`src/rtl/eds_pkg.sv`:
```
// Shared types and constants for the elastic-degenerate shift-or matcher.
// Holds operation codes, vector widths and the cell control and mask request structs.
// No dependencies.
`timescale 1ns / 1ps
`default_nettype none

package eds_pkg;

   localparam int VEC_W         = 64;
   localparam int POS_W         = 6;
   localparam int SYM_W         = 8;
   localparam int OP_W          = 3;
   localparam int LEN_W         = 7;
   localparam int CNT_W         = 32;
   localparam int ALPHABET_SIZE = 256;

   localparam logic [OP_W-1:0] OP_ALPHA   = 3'd0;
   localparam logic [OP_W-1:0] OP_PATTERN = 3'd1;
   localparam logic [OP_W-1:0] OP_START   = 3'd2;
   localparam logic [OP_W-1:0] OP_TEXT    = 3'd3;
   localparam logic [OP_W-1:0] OP_END_VAR = 3'd4;
   localparam logic [OP_W-1:0] OP_END_SEG = 3'd5;

   typedef struct packed {
      logic restart;
      logic text;
      logic end_var;
      logic end_seg;
   } cell_ctrl_type;

   typedef struct packed {
      logic             rd_en;
      logic             load_alpha;
      logic             load_pattern;
      logic [SYM_W-1:0] symbol;
      logic [POS_W-1:0] position;
   } mask_req_type;

endpackage

`default_nettype wire

```
`src/rtl/eds_cell.sv`:
```
// One bit slice of the shift-or state: start, variant and join bits.
// Depends on eds_pkg for the control struct.
`timescale 1ns / 1ps
`default_nettype none

module eds_cell (
   input  wire                   clock,
   input  wire                   reset,
   input  eds_pkg::cell_ctrl_type ctrl,
   input  wire                   mask_bit,
   input  wire                   shift_in,
   input  wire                   hit_sel,
   output logic                  var_out,
   output logic                  hit
);
   import eds_pkg::*;

   logic start_ff, start_in;
   logic var_ff, var_in;
   logic join_ff, join_in;
   logic text_bit;
   logic joined;

   assign text_bit = shift_in | mask_bit;
   assign joined   = join_ff & var_ff;

   always_comb begin
      start_in = start_ff;
      var_in   = var_ff;
      join_in  = join_ff;
      if (ctrl.restart) begin
         start_in = 1'b1;
         var_in   = 1'b1;
         join_in  = 1'b1;
      end else if (ctrl.text) begin
         var_in = text_bit;
      end else if (ctrl.end_var) begin
         join_in = joined;
         var_in  = start_ff;
      end else if (ctrl.end_seg) begin
         start_in = joined;
         var_in   = joined;
         join_in  = 1'b1;
      end
   end

   always_ff @(posedge clock) begin
      if (reset) begin
         start_ff <= 1'b1;
         var_ff   <= 1'b1;
         join_ff  <= 1'b1;
      end else begin
         start_ff <= start_in;
         var_ff   <= var_in;
         join_ff  <= join_in;
      end
   end

   assign var_out = var_ff;
   // A zero at the selected position after a text symbol is an occurrence.
   assign hit     = ctrl.text & hit_sel & ~text_bit;

endmodule

`default_nettype wire

```
`config.mk`:
```
export PLATFORM = sky130hd
export DESIGN_NAME = eds_cell
export DESIGN_NICKNAME = d
export VERILOG_FILES = /design/src/rtl/eds_pkg.sv /design/src/rtl/eds_cell.sv
export SDC_FILE = /design/constraint.sdc
export NUM_CORES = 1
export LEC_CHECK = 0
export ABC_AREA = 1
export BUFFER_PORTS_ARGS = -buffer_cell sky130_fd_sc_hd__buf_2
export CORE_AREA = 10 10 47 49
export CTS_CLUSTER_DIAMETER = 200
export DETAILED_ROUTE_END_ITERATION = 6
export DIE_AREA = 0 0 57 59
export GPL_ROUTABILITY_DRIVEN = 1
export PLACE_DENSITY_LB_ADDON = 0.08
export SKIP_LAST_GASP = 1
export SYNTH_ARGS = -nofsm -noshare
export SYNTH_HDL_FRONTEND = slang
export SYNTH_SLANG_ARGS = --single-unit
```
`constraint.sdc`:
```
create_clock -name clock -period 1.3 [get_ports clock]
set_input_delay 0.26 -clock clock [delete_from_list [all_inputs] [get_ports clock]]
set_output_delay 0.26 -clock clock [all_outputs]
set_load 0.01 [all_outputs]
```
==> results of run 1 <==
-- Yosys cell counts --
master and number:
nor2_1 10, nand2_1 9, dfxtp_1 3, nand3_1 3, inv_1 2, inv_2 2
o21ai_1 2, nand4_1 1
-- power by group --
group | total [mW] | switching, mW | leakage, nW | internal [mW]
Combinational | 0.0465 | 0.0263 | 0.111 | 0.0201
Clock | 0.160 | 0.0452 | 0.0150 | 0.115
Sequential | 0.0977 | 0.00176 | 0.0245 | 0.0959
-- critical path, cell delays in order --
cell and delay [ns]:
buf_2 0.09, nor2_1 0.14, nand2_1 0.07, nor2_1 0.08, buf_2 0.13
-- sequential cells by signal (all words and copies together) (netlist names) --
register,cells
join_ff,1
start_ff,1
var_out,1
-- logic make-up after synthesis --
family                 share of synthesized area
AND/OR/NAND/NOR                            0.521
buffers and inverters                     0.0845
AO/OA/AOI/OAI                             0.0563
flip-flops                                 0.338
-- through the flow --
stage / utilization / instances
detailed placement: 0.177 / 58
finish: 0.196 / 62
CTS: 0.196 / 62
global placement: 0.177 / 58
global route: 0.196 / 62
floorplan: - / 32
-- final cells by class --
type	count	area [um^2]	area share
Clock buffer	4	26.3	0.0959
Inverter	4	15.0	0.0548
Multi-Input combinational cell	25	103	0.374
Sequential cell	3	60.1	0.219
Tap cell	16	20.0	0.0731
Timing Repair Buffer	10	50.0	0.183
-- worst min path at each step --
stage	from	to	depth (start not counted)
5_1_grt	reset	start_ff	3
4_1_cts	reset	start_ff	3
3_5_place_dp	join_ff	join_ff	2
6_report	reset	start_ff	3
2_1_floorplan	reset	join_ff	2
3_3_place_gp	start_ff	start_ff	2
-- routing by layer --
layer  global-route usage  up-vias
li1                     -      127
met3               0.0386        0
met2               0.0512       10
met1               0.0332       98
met4               0.0201        0
met5                    0        -
==> key figures, run 1 <==
Global route
  – Largest net degree at the start of global routing: 6
  – Vias in the first global route: 232
  – Global-route usage over all layers: 0.0367
  – Grt total ovfl: 0
  – Initial antenna violation count: 0
  – First-pass GRT wire length: 917 um

Place
  – IO Port Bufs: 10
  – Setup WS pre-CTS: 0.275 ns
  – GPL Wtd Cong: roughly 0.78
  – Post-DP Area: 248 um^2
  – HPWL after DPL: 485 um

Logic synthesis
  – Post-synthesis cell type count: 8
  – Largest area contributor in the netlist: dfxtp_1
  – Area contributors post-synth: dfxtp_1 (34%), nor2_1 (21%), nand2_1 (19%)
  – Seq/Total Area, Yosys: 0.338
  – Average size of a mapped cell: 5.55 um^2
  – Synth Cell Area: 178 um^2
  – Post-Syn Nets: 41
  – Synth Warn #: 0
  – Synthesized instance count: 32
  – Synth Register Bits: 3
  – Share of the synthesized area in the top cell type: 0.338

Cells and area
  – Inserted Diodes: 0
  – Area delta synth->final: 54.2%
  – Final instance area: approximately 270 um^2
  – Share of layout cells above drive strength 1: 0.326
  – Final nets: 56
  – # fillers: 175
  – Commonest cells after routing, fill and taps aside: nor2_1 (10), buf_2 (10), nand2_1 (9)

Drt
  – Remaining antenna violation count: 0
  – Met2 wire len: 237 um
  – Met3 Wirelength: roughly 72 um
  – 1st-iter DRT viols: 3
  – Via Count: 235
  – WL met1: 257 um
  – Vias/cell: 3.79
  – Drt first pass iters: 4
  – Avg WL per Cell: 9.16 um
  – DR top layer: met3
  – DRC violations left: 0
  – WL final: 568 um

STA
  – Period utilization: 0.794
  – Max Slew Vio Count: 0
  – Min Tclk post-route: 1.03 ns
  – Slew HR: 0.841
  – Setup TNS: 0 ns
  – RSZ-0062 raised after global routing: false
  – Fmax: 969 MHz
  – Hold Slack: roughly 0.28 ns
  – # setup viols final: 0
  – Slew @ Worst Pin: 0.237 ns
  – Final hold vios: 0
  – Worst Skew: 0.00174 ns
  – Setup WS post-layout: about 0.27 ns

Die
  – Die Footprint: 0.00336 mm^2
  – Initial core utilization: 0.127
  – Cell row count: 14
  – # IOs: 11
  – Chip height: 59 um
  – Die Width: 57 um
  – Core footprint: ~0.0014 mm^2

Clock tree
  – Post-cts resize count: 0
  – Hold buffers post-CTS: 0
  – Clock Path Buffers: 2
  – Post-CTS setup buffers: 0
  – Worst skew pair latency: 0.23 ns
  – Root buffer cell: clkbuf_4
  – H-Tree Level Count: 1
  – TritonCTS Sinks: 3
  – CTS tree: yes
  – TritonCTS Buffers: 3
  – Clock transition at path regs: 0.04 ns

Power and ir drop
  – PD cells: 1110 mW/mm^2
  – Total power: 0.304 mW
  – Max IR drop VDD: ~0.00037 V
  – Leak: 0.151 nW

Status
  – Outcome: finished, final reports clean

Setup path
  – Reg2reg end: join_ff
  – R2r startpoint: var_out
  – R2R setup slack: 0.56 ns
  – CP Launch Point: mask_bit
  – Crit Path Max Fanout: 2
  – Startpoint types: input pin
  – Critical path destination: hit
  – Arrival time worst endpoint: 0.77 ns
  – R2R depth: 4
  – Required time of the critical path: about 1.0 ns
  – Crit. End Element: output port
  – CP Class: input pin to output port

Run
  – # Max-Cap Violations: 0

Worst hold path
  – Worst min path class: input pin to register
Note: power is estimated with default switching activity, not from simulation.
==> run 2, diff against run 1 <==
==> constraint.sdc (replaced) <==
create_clock -name clock -period 1.05 [get_ports clock]
set_input_delay 0.21 -clock clock [delete_from_list [all_inputs] [get_ports clock]]
set_output_delay 0.21 -clock clock [all_outputs]
set_load 0.01 [all_outputs]
==> run 2 against run 1 <==
  * Hold slack lost 0.052 ns
  * Clock skew grew 0.00056 ns
  * Clock-buffer cell count is the same
  * Wire length grew 8.1%
  * Sequential power grew 24%
  * Final area is the same
  * Flip-flop and latch count is the same
  * Sequential share of layout area is the same
  * Via count grew 2.1%
  * First-iteration DRC count shrank 67%
  * Clock power grew 26%
  * Total power grew 25%
==> key figures, run 2 (synthesized netlist as in run 1, its figures left out) <==
Setup path
  – Reg2reg end: join_ff (unchanged)
  – Startpoint types: input pin (unchanged)
  – R2R setup slack: 0.29 ns (was 0.56 ns)
  – R2r startpoint: var_out (unchanged)
  – CP Class: input pin to output port (unchanged)
  – Crit. End Element: output port (unchanged)
  – Crit Path Max Fanout: 2 (unchanged)
  – Arrival time worst endpoint: 0.74 ns (was 0.77 ns)
  – Required time of the critical path: 0.84 ns (was 1.04 ns)
  – R2R depth: 4 (unchanged)

Place
  – Setup WS pre-CTS: 0.0952 ns (was 0.275 ns)
  – Post-DP Area: 248 um^2 (unchanged)
  – HPWL after DPL: 499 um (was 485 um)
  – IO Port Bufs: 10 (unchanged)
  – GPL Wtd Cong: 0.790 (was 0.785)
  – Placed insts: 58 (unchanged)

Drt
  – Remaining antenna violation count: 0 (unchanged)
  – Via Count: 240 (was 235)
  – WL final: 614 um (was 568 um)
  – DRC violations left: 0 (unchanged)
  – Drt first pass iters: 3 (was 4)
  – Avg WL per Cell: 9.90 um (was 9.16 um)
  – Vias/cell: 3.87 (was 3.79)
  – 1st-iter DRT viols: 1 (was 3)

Global route
  – First-pass GRT wire length: 986 um (was 917 um)
  – Global route hottest layer: met2 (unchanged)
  – Met3 Use GR: 0.0215 (was 0.0386)
  – Initial antenna violation count: 0 (unchanged)
  – Global-route track usage on met2: 0.0543 (was 0.0512)
  – Global-route usage over all layers: 0.0393 (was 0.0367)
  – Vias in the first global route: 244 (was 232)
  – GR met1 Demand/Resource: 0.0368 (was 0.0332)
  – Grt total ovfl: 0 (unchanged)
  – Largest net degree at the start of global routing: 6 (unchanged)

STA
  – Setup WS post-layout: 0.0962 ns (was 0.268 ns)
  – Period utilization: 0.908
  – # setup viols final: 0 (unchanged)
  – RSZ-0062 raised after global routing: false (unchanged)
  – Fmax: 1050 MHz
  – Final hold vios: 0 (unchanged)
  – Slew @ Worst Pin: 0.231 ns (was 0.237 ns)
  – Worst Skew: 0.00230 ns (was 0.00174 ns)
  – Slew HR: 0.845 (was 0.841)
  – Max Slew Vio Count: 0 (unchanged)
  – Min Tclk post-route: 0.954 ns
  – Setup TNS: 0 ns (unchanged)

Clock tree
  – TritonCTS Sinks: 3 (unchanged)
  – Post-cts resize count: 0 (unchanged)
  – Clock transition at path regs: 0.04 ns (about the same)
  – Root buffer cell: clkbuf_4 (unchanged)
  – Hold buffers post-CTS: 0 (unchanged)
  – TritonCTS Buffers: 3 (unchanged)
  – Worst skew pair latency: 0.23 ns (about the same)
  – Post-CTS setup buffers: 0 (unchanged)
  – H-Tree Level Count: 1 (unchanged)
  – Clock Path Buffers: 2 (unchanged)
  – CTS tree: yes (unchanged)

Cells and area
  – Finished Layout Cells: 62 (unchanged)
  – Area delta synth->final: 54.2% (unchanged)
  – Final instance area: 274 um^2 (unchanged)
  – Inserted Diodes: 0 (unchanged)
  – Final nets: 56 (unchanged)
  – Share of layout cells above drive strength 1: 0.326 (unchanged)
  – Commonest cells after routing, fill and taps aside: nor2_1 (10), buf_2 (10), nand2_1 (9) (unchanged)

Worst hold path
  – Worst min path class: input pin to register (unchanged)
  – Cells on Worst Hold Path: 3 (unchanged)
  – Hold_sp: reset (unchanged)
  – Hold worst-path end: start_ff (unchanged)

Die
  – Core footprint: 0.00140 mm^2 (unchanged)
  – # IOs: 11 (unchanged)
  – Die Footprint: 0.00336 mm^2 (unchanged)
  – Die Width: 57 um (unchanged)
  – Cell row count: 14 (unchanged)
  – Initial core utilization: 0.127 (unchanged)
  – Chip height: 59 um (unchanged)

Power and ir drop
  – Max IR drop VDD: 0.000407 V (was 0.000373 V)
  – Pint: 0.286 mW (was 0.231 mW)
  – PD cells: 1390 mW/mm^2 (was 1110 mW/mm^2)
  – Leak: 0.151 nW (unchanged)
  – Clock group share of total power: 0.528 (was 0.526)
  – Seq pwr share: 0.319 (was 0.321)
  – Sw Ratio: 0.247 (was 0.241)
  – Total power: 0.380 mW (was 0.304 mW)
  – Combinational power share: 0.153 (about the same)
  – Net Sw Power: 0.0940 mW (was 0.0733 mW)

Status
  – Outcome: finished, final reports clean (unchanged)

Run
  – # Max-Cap Violations: 0 (unchanged)
==> run 2: power by group through the flow <==
stage / clock (mW) / combinational, mW / sequential (mW)
after global routing: 0.221 / 0.0675 / 0.121
after global placement: 0 / 0.0587 / 0.123
after detailed placement: 0 / 0.0584 / 0.123
after CTS: 0.216 / 0.0587 / 0.121
after floorplan: 0 / 0.0304 / 0.123
final: 0.201 / 0.0581 / 0.121
==> run 2: worst max path at each step <==
stage | from | endpoint | slack, ns
after floorplan | mask_bit | hit | 0.30
after global placement | mask_bit | hit | 0.14
final | mask_bit | hit | 0.1
after global routing | mask_bit | hit | 0.02
after CTS | mask_bit | hit | 0.09
after detailed placement | mask_bit | hit | 0.1
==> run 2: critical path, cell delays in order <==
cell,delay (ns)
buf_2,0.09
nor2_1,0.14
nand2_1,0.07
nor2_1,0.09
buf_2,0.14
==> run 2: cell type report <==
type,count,area [um^2]
Fill cell,175,1130
Multi-Input combinational cell,25,103
Sequential cell,3,60.1
Timing Repair Buffer,10,50.0
Clock buffer,4,26.3
Tap cell,16,20.0
Inverter,4,15.0
==> run 2: per-stage QoR <==
step / hold slack [ns] / utilization
6_report: 0.223 / 0.196
2_1_floorplan: 0.342 / -
4_1_cts: 0.216 / 0.196
3_3_place_gp: 0.468 / 0.177
3_5_place_dp: 0.463 / 0.177
5_1_grt: 0.256 / 0.196
==> run 2: layer usage <==
| metal | routed length, um | part of all wire | vias up |
|---|---|---|---|
| met3 | 69 | 0.11 | 2 |
| met4 | 7 | 0.011 | 0 |
| met5 | 0 | 0 | - |
| li1 | - | - | 127 |
| met2 | 269 | 0.44 | 8 |
| met1 | 268 | 0.44 | 103 |
==> run 3, diff against run 2 <==
--- a/config.mk
+++ b/config.mk
@@ -12,6 +12,7 @@
 export DETAILED_ROUTE_END_ITERATION = 6
 export DIE_AREA = 0 0 57 59
 export GPL_ROUTABILITY_DRIVEN = 1
+export MAX_ROUTING_LAYER = met4
 export PLACE_DENSITY_LB_ADDON = 0.08
 export SKIP_LAST_GASP = 1
 export SYNTH_ARGS = -nofsm -noshare
==> constraint.sdc (replaced) <==
create_clock -name clock -period 0.9 [get_ports clock]
set_input_delay 0.18 -clock clock [delete_from_list [all_inputs] [get_ports clock]]
set_output_delay 0.18 -clock clock [all_outputs]
set_load 0.01 [all_outputs]
==> run 3 against run 2 <==
  * Clock-buffer cell count unchanged
  * Non-clock buffer count grew 1
  * Total power increased by 18%
  * Final cell count up 1.6%
  * First-iteration DRC count shrank 100%
  * Clock skew is 0.0021 ns lower
  * Register-to-register slack got worse by 0.16 ns
  * Via count up 0.42%
  * Hold slack improved by 0.024 ns
  * Clock power increased by 15%
==> key figures, run 3 (synthesized netlist as in run 1, its figures left out) <==
Status
  – Outcome: finished, final reports clean (unchanged)

Drt
  – DRC violations left: 0 (unchanged)
  – Vias/cell: 3.83 (was 3.87)
  – Avg WL per Cell: 9.59 um (was 9.90 um)
  – Via Count: 241 (was 240)
  – 1st-iter DRT viols: 0 (was 1)
  – Drt first pass iters: 1 (was 3)
  – Remaining antenna violation count: 0 (unchanged)
  – WL final: 604 um (was 614 um)

Die
  – Die Footprint: 0.00336 mm^2 (unchanged)
  – Chip height: 59 um (unchanged)
  – Initial core utilization: 0.127 (unchanged)
  – # IOs: 11 (unchanged)
  – Cell row count: 14 (unchanged)
  – Core footprint: 0.00140 mm^2 (unchanged)
  – Die Width: 57 um (unchanged)

STA
  – Fmax: 1160 MHz
  – Slew @ Worst Pin: 0.181 ns (was 0.231 ns)
  – # setup viols final: 0 (unchanged)
  – Min Tclk post-route: approximately 0.87 ns
  – Period utilization: 0.961
  – Max Slew Vio Count: 0 (unchanged)
  – Final hold vios: 0 (unchanged)
  – Worst Skew: 0.000238 ns (was 0.00230 ns)
  – Hold Slack: 0.247 ns (was 0.223 ns)
  – Slew HR: 0.879 (was 0.845)
  – Setup TNS: 0 ns (unchanged)
  – RSZ-0062 raised after global routing: false (unchanged)

Global route
  – Vias in the first global route: 239 (was 244)
  – First-pass GRT wire length: 917 um (was 986 um)
  – Grt total ovfl: 0 (unchanged)
  – Initial antenna violation count: 0 (unchanged)
  – Largest net degree at the start of global routing: 6 (unchanged)
  – Global-route usage over all layers: 0.0364 (was 0.0393)

Power and ir drop
  – Net Sw Power: 0.111 mW (was 0.0940 mW)
  – Sw Ratio: 0.247 (about the same)
  – Max IR drop VDD: 0.000540 V (was 0.000407 V)
  – Leak: 0.156 nW (was 0.151 nW)
  – Clock group share of total power: 0.516 (was 0.528)
  – Combinational power share: 0.169 (was 0.153)
  – PD cells: 1550 mW/mm^2 (was 1390 mW/mm^2)
  – Pint: 0.338 mW (was 0.286 mW)
  – Seq pwr share: 0.316 (was 0.319)

Setup path
  – R2R setup slack: 0.13 ns (was 0.29 ns)
  – Reg2reg end: var_out (was join_ff)
  – CP Buf/Inv Count: 1 (was 2)
  – R2R depth: 6 (was 4)
  – Largest delay share family, worst path: flip-flops (was simple AND/OR/NAND/NOR gates)
  – CP peak stage delay: 0.33 ns (was 0.14 ns)
  – Critical-path top delay cell: dfxtp_2 (was nor2_1)
  – Crit. End Element: output port (unchanged)
  – Arrival time worst endpoint: 0.69 ns (was 0.74 ns)
  – Required time of the critical path: 0.72 ns (was 0.84 ns)
  – CP Launch Point: var_out (was mask_bit)
  – CP cell instances: buf_2 (was buf_2 -> nor2_1 -> nand2_1 -> nor2_1 -> buf_2)
  – R2r startpoint: var_out (unchanged)
  – CP Class: register to output port (was input pin to output port)
  – Crit Path Max Fanout: 3 (was 2)
  – Startpoint types: register (was input pin)

Clock tree
  – Worst skew pair latency: 0.23 ns (about the same)
  – TritonCTS Sinks: 3 (unchanged)
  – H-Tree Level Count: 1 (unchanged)
  – Clock Path Buffers: 2 (unchanged)
  – Post-CTS setup buffers: 0 (unchanged)
  – Clock transition at path regs: 0.04 ns (about the same)
  – Root buffer cell: clkbuf_4 (unchanged)
  – TritonCTS Buffers: 3 (unchanged)
  – CTS tree: yes (unchanged)

Place
  – Placed insts: 59 (was 58)
  – HPWL after DPL: 510 um (was 499 um)
  – IO Port Bufs: 10 (unchanged)
  – Post-DP Area: 255 um^2 (was 248 um^2)
  – GPL Wtd Cong: 0.803 (was 0.790)

Cells and area
  – # fillers: 172 (was 175)
  – Final instance area: 290 um^2 (was 274 um^2)
  – Leading cell type in the layout, fill and taps excluded: buf_2
  – Final nets: 57 (was 56)
  – Share of layout cells above drive strength 1: 0.383 (was 0.326)
  – Commonest cells after routing, fill and taps aside: buf_2 (10), nand2_1 (9), nor2_1 (9) (was nor2_1 (10), buf_2 (10), nand2_1 (9))
  – Finished Layout Cells: 63 (was 62)
  – Area delta synth->final: 63.4% (was 54.2%)
  – Final core occ: 0.207 (was 0.196)
  – Inserted Diodes: 0 (unchanged)

Worst hold path
  – Worst min path class: input pin to register (unchanged)
  – Hold worst-path end: var_out (was start_ff)
  – Hold_sp: reset (unchanged)
  – Cells on Worst Hold Path: 5 (was 3)

Run
  – # Max-Cap Violations: 0 (unchanged)
==> run 3: cell types whose count changed in the layout (fill, tap and decap cells not counted), sizes merged <==
cell	delta
buf	+1
==> run 3: area by class of cell <==
cell class	instances	area (um^2)	share of cell area
well taps	16	20.0	0.0690
clock buffers	4	26.3	0.0905
inverters	4	15.0	0.0517
flip-flops and latches	3	61.3	0.211
repair buffers	11	57.6	0.198
multi-input cells	25	110	0.379
==> run 3: power groups by stage <==
stage	Combinational [mW]	Clock (mW)	Sequential [mW]
final	0.0757	0.232	0.142
after global placement	0.0717	0	0.143
after detailed placement	0.0720	0	0.143
after floorplan	0.0355	0	0.144
after global routing	0.0851	0.255	0.142
after CTS	0.0724	0.245	0.142
==> run 3: stage by stage <==
step	power (mW)	setup WS (ns)
after floorplan	0.179	0.157
after global placement	0.215	0.0616
after detailed placement	0.215	0.0181
after CTS	0.459	0.0126
after global routing	0.482	0.00589
final	0.449	0.0347
==> run 3: routing by layer <==
metal	part of all wire	routed length, um	track usage
met1	0.49	298	0.0333
met2	0.40	241	0.0512
met3	0.094	57	0.0258
met4	0.012	7	0.0302
met5	0	0	-
==> run 3: how the worst max path moves through the flow <==
stage	cells past startpoint	slack, ns	end
after global routing	5	0.006	hit
after detailed placement	5	0.02	hit
final	1	0.03	var_out
after floorplan	4	0.16	join_ff
after CTS	5	0.01	hit
after global placement	5	0.06	hit
==> run 3: repair_timing <==
action | in CTS | in global routing
cloned | 0 | 0
hold buffers | 0 | 0
gates resized for setup | 1 | 2
setup endpoints to repair | 1 | 1
